==> src/sv/swrb_pkg.sv <==
// swrb_pkg: shared constants, codes and types for the sliding window retry budget
// no dependencies; used by every module of the block
`default_nettype none

package swrb_pkg;

    // default values for the top level parameters
    localparam int DEF_FIFO_DEPTH          = 256;
    localparam int DEF_TIME_BITS           = 32;
    localparam int DEF_RATIO_FRACTION_BITS = 8;

    // fixed field widths
    localparam int OP_W        = 2;
    localparam int WINDOW_W    = 31;
    localparam int RATIO_W     = 16;
    localparam int MIN_W       = 9;
    localparam int COUNT_W     = 9;
    localparam int CFG_INDEX_W = 2;
    localparam int CFG_DATA_W  = 31;

    // operation codes
    localparam logic [OP_W-1:0] OP_REQUEST = 2'd0;
    localparam logic [OP_W-1:0] OP_RETRY   = 2'd1;
    localparam logic [OP_W-1:0] OP_OBSERVE = 2'd2;

    // configuration register indexes
    localparam logic [CFG_INDEX_W-1:0] CFG_WINDOW = 2'd0;
    localparam logic [CFG_INDEX_W-1:0] CFG_RATIO  = 2'd1;
    localparam logic [CFG_INDEX_W-1:0] CFG_MIN    = 2'd2;

    // configuration reset values
    localparam logic [WINDOW_W-1:0] RST_WINDOW = 31'd1000000;
    localparam logic [RATIO_W-1:0]  RST_RATIO  = 16'd26;
    localparam logic [MIN_W-1:0]    RST_MIN    = 9'd10;

    // per fifo control from the sequencer
    typedef struct packed {
        logic push;
        logic pop;
    } fifo_ctrl_t;

endpackage

`default_nettype wire

==> src/sv/swrb_age_cmp.sv <==
// swrb_age_cmp: shared modular age subtract and window compare
// depends on swrb_pkg (window width)
`default_nettype none

module swrb_age_cmp #(
    parameter int TIME_BITS = swrb_pkg::DEF_TIME_BITS
) (
    input  wire logic [TIME_BITS-1:0]          now_time,
    input  wire logic [TIME_BITS-1:0]          entry_time,
    input  wire logic [swrb_pkg::WINDOW_W-1:0] window,
    output logic                               expired
);

    localparam int CMP_W = (TIME_BITS > swrb_pkg::WINDOW_W) ? TIME_BITS
                                                             : swrb_pkg::WINDOW_W;

    logic [TIME_BITS-1:0] age;

    // age wraps modulo the timestamp width
    assign age     = now_time - entry_time;
    assign expired = CMP_W'(age) > CMP_W'(window);

endmodule

`default_nettype wire

==> config.mk <==
export PLATFORM = sky130hd
export DESIGN_NAME = swrb_age_cmp
export DESIGN_NICKNAME = d
export VERILOG_FILES = /design/src/sv/swrb_pkg.sv /design/src/sv/swrb_age_cmp.sv
export SDC_FILE = /design/constraint.sdc
export NUM_CORES = 1
export LEC_CHECK = 0
export ABC_AREA = 1
export CORE_AREA = 2 2 72 74
export DETAILED_ROUTE_END_ITERATION = 7
export DIE_AREA = 0 0 74 76
export DONT_BUFFER_PORTS = 1
export PLACE_DENSITY = 0.83
export SKIP_LAST_GASP = 1
export SYNTH_ARGS = -nofsm -noshare
export SYNTH_HDL_FRONTEND = slang
export SYNTH_SLANG_ARGS = --single-unit
==> constraint.sdc <==
create_clock -name vclk -period 5.7
set_input_delay 0.57 -clock vclk [all_inputs]
set_output_delay 0.57 -clock vclk [all_outputs]
set_load 0.02 [all_outputs]
==> impl_metrics.tcl <==
set metrics [dict create \
    grt_overflow 0 \
    ir_worst_vdd_mv 0.0554 \
    max_stage_delay_ns 0.40 \
    p_int_w 0.000140 \
    fillers 504 \
    finalNonFillerCells 509 \
    routed_via_density 5.33 \
    cp.required_ns 5.13 \
    dp_slack_ns 1.56 \
    crit_family "simple AND/OR/NAND/NOR gates" \
    drt-total-wl_um 6240 \
    dpl.cell_count 509 \
    multi_input_area_um2 2340 \
    holdPathStages 5 \
    die_x_um 74 \
    hold_class "input port to primary output" \
    ant_nets 0 \
    swShare 0.602 \
    cts_resized 0 \
    avgSynthCellArea_um2 6.14 \
    cp_num_buf_inv 3 \
    grt_pass1_vias 2494 \
    yosys_warnings 0 \
    gp_congestion 0.930 \
    most-common-layout-cells "91 x inv_1, 86 x nand2_1, 62 x ha_1, 51 x a21oi_1, 31 x nor2_1" \
    final_util 0.566 \
    hold_end "expired" \
    maxSlewViolCount 0 \
    comb_power_share 1.000 \
    critPathKind "input port to primary output" \
    dp_hpwl_um 5710 \
    start_util 0.548 \
    core_um2 4910 \
    post_cts_buffers 0 \
    rsz0062_at_grt "no" \
    tightest_slew_ns 0.355 \
    clock_buffers 0 \
    portBuffers 0 \
    nets 599 \
    first_pass_iters 5 \
    ys_seq_area_frac 0 \
    syn_to_final_growth_pct 3.25 \
    period_needed_ns 4.14 \
    vias 2713 \
    fp.dieH_um 76 \
    leakagePower_nw 1.58 \
    setup_ws_ns 1.56 \
    cp-end-kind "primary output" \
    final.period_utilization 0.726 \
    hold_viol 0 \
    power.density_nw_per_um2 126 \
    ios 96 \
    grt_max_degree 8 \
    grt_pass1_wl_um 10100 \
    p_seq_frac 0 \
    synth_nets 597 \
    fmax_mhz 242 \
    crit_path_start_kind "input port" \
    seq_cell_count 0 \
    cp.arrival_ns 3.57 \
    first_iter_violations 128 \
    cp_max_fo 5 \
    wl_per_cell_um 12.3 \
    drive_above_1_share 0.0638 \
    setup_viol 0 \
    status "complete, no violations" \
    crit_path_frequent_cell "nand2_1" \
    route.detailed.drc 0 \
    regArea_um2 0 \
    min_from "now_time[31]" \
    power.switching_w 0.000211 \
    synth_cell_types 34 \
    fin_setup_tns_ns 0 \
    mappedNetlistArea_um2 2690 \
    grt_usage 0.212 \
    cts-hold-fix-buffers 0 \
    maxCapViolCount 0 \
    slowest_stage "fa_1" \
    relSlewSlack 0.761 \
    layout.cells.most_common "inv_1" \
    die_area_um2 5620 \
    n_antenna_cell 0 \
    rows 26 \
    netlist_instances 439 \
    p_clk_frac 0 \
    grt_antenna_before_repair 0 \
]
-- synth_stat cells, types with 2 or more instances --
library cell | instances | area (um2)
o21ai_0 | 14 | 70.1
ha_1 | 62 | 776
nor3_1 | 5 | 25.0
inv_2 | 3 | 11.3
a31oi_1 | 2 | 12.5
xnor2_1 | 12 | 105
o21bai_1 | 3 | 22.5
a21oi_1 | 51 | 255
a21o_1 | 2 | 15.0
nand3_2 | 6 | 60.1
inv_1 | 91 | 342
nor2_1 | 31 | 116
nand3_1 | 14 | 70.1
o21ai_1 | 6 | 30.0
nor3_2 | 3 | 30.0
xor2_1 | 17 | 149
nand2_2 | 5 | 31.3
nand2_1 | 86 | 323
a21oi_2 | 5 | 43.8
nand4_1 | 7 | 43.8
-- final cells by class --
cell class         count  share of cell area
inverters             95               0.128
multi-input cells    344               0.840
well taps             70              0.0315
-- cells by family (layout without fill, tap and decap cells) --
family / after synthesis / in the layout / share of synthesized area
AO/OA/AOI/OAI: 92 / 92 / 0.204
XOR/XNOR: 29 / 29 / 0.0943
adder cells (fa/ha/maj): 63 / 63 / 0.295
buffers and inverters: 95 / 95 / 0.132
AND/OR/NAND/NOR: 160 / 160 / 0.274
-- worst max-delay path by stage --
stage	endpoint	slack (ns)	from	cells after the start
after floorplan	expired	1.92	now_time[0]	27
after global placement	expired	1.70	now_time[0]	26
after detailed placement	expired	1.56	now_time[0]	27
after CTS	expired	1.55	now_time[0]	27
after global routing	expired	1.13	now_time[0]	26
final	expired	1.56	now_time[0]	27
-- worst min-delay path, stage by stage --
cell and delay (ns):
xor2_1 0.08, inv_1 0.06, nand2_1 0.05, nand2_1 0.06, nand2_1 0.15
-- power by group through the flow --
stage | logic, W | clock network (W) | registers (W)
after floorplan | 0.000282 | 0 | 0
after global placement | 0.000339 | 0 | 0
after detailed placement | 0.000348 | 0 | 0
after CTS | 0.000351 | 0 | 0
after global routing | 0.000402 | 0 | 0
final | 0.000351 | 0 | 0
-- per-layer routing --
metal | GRT usage | wire length (um) | vias up
met5 | 0 | 0 | -
met1 | 0.296 | 2970 | 1171
met3 | 0.00661 | 338 | 6
met2 | 0.368 | 2880 | 100
met4 | 0.0236 | 50 | 0
li1 | - | - | 1436
-- per-stage QoR --
stage	total power, W	hold WS (ns)	cell area (um2)
final	0.000351	1.54	2780
after global routing	0.000402	1.60	2780
after CTS	0.000351	1.54	2780
after detailed placement	0.000348	1.54	2780
after global placement	0.000339	1.53	2780
after floorplan	0.000282	1.45	2690
(Power assumes the default switching activity.)
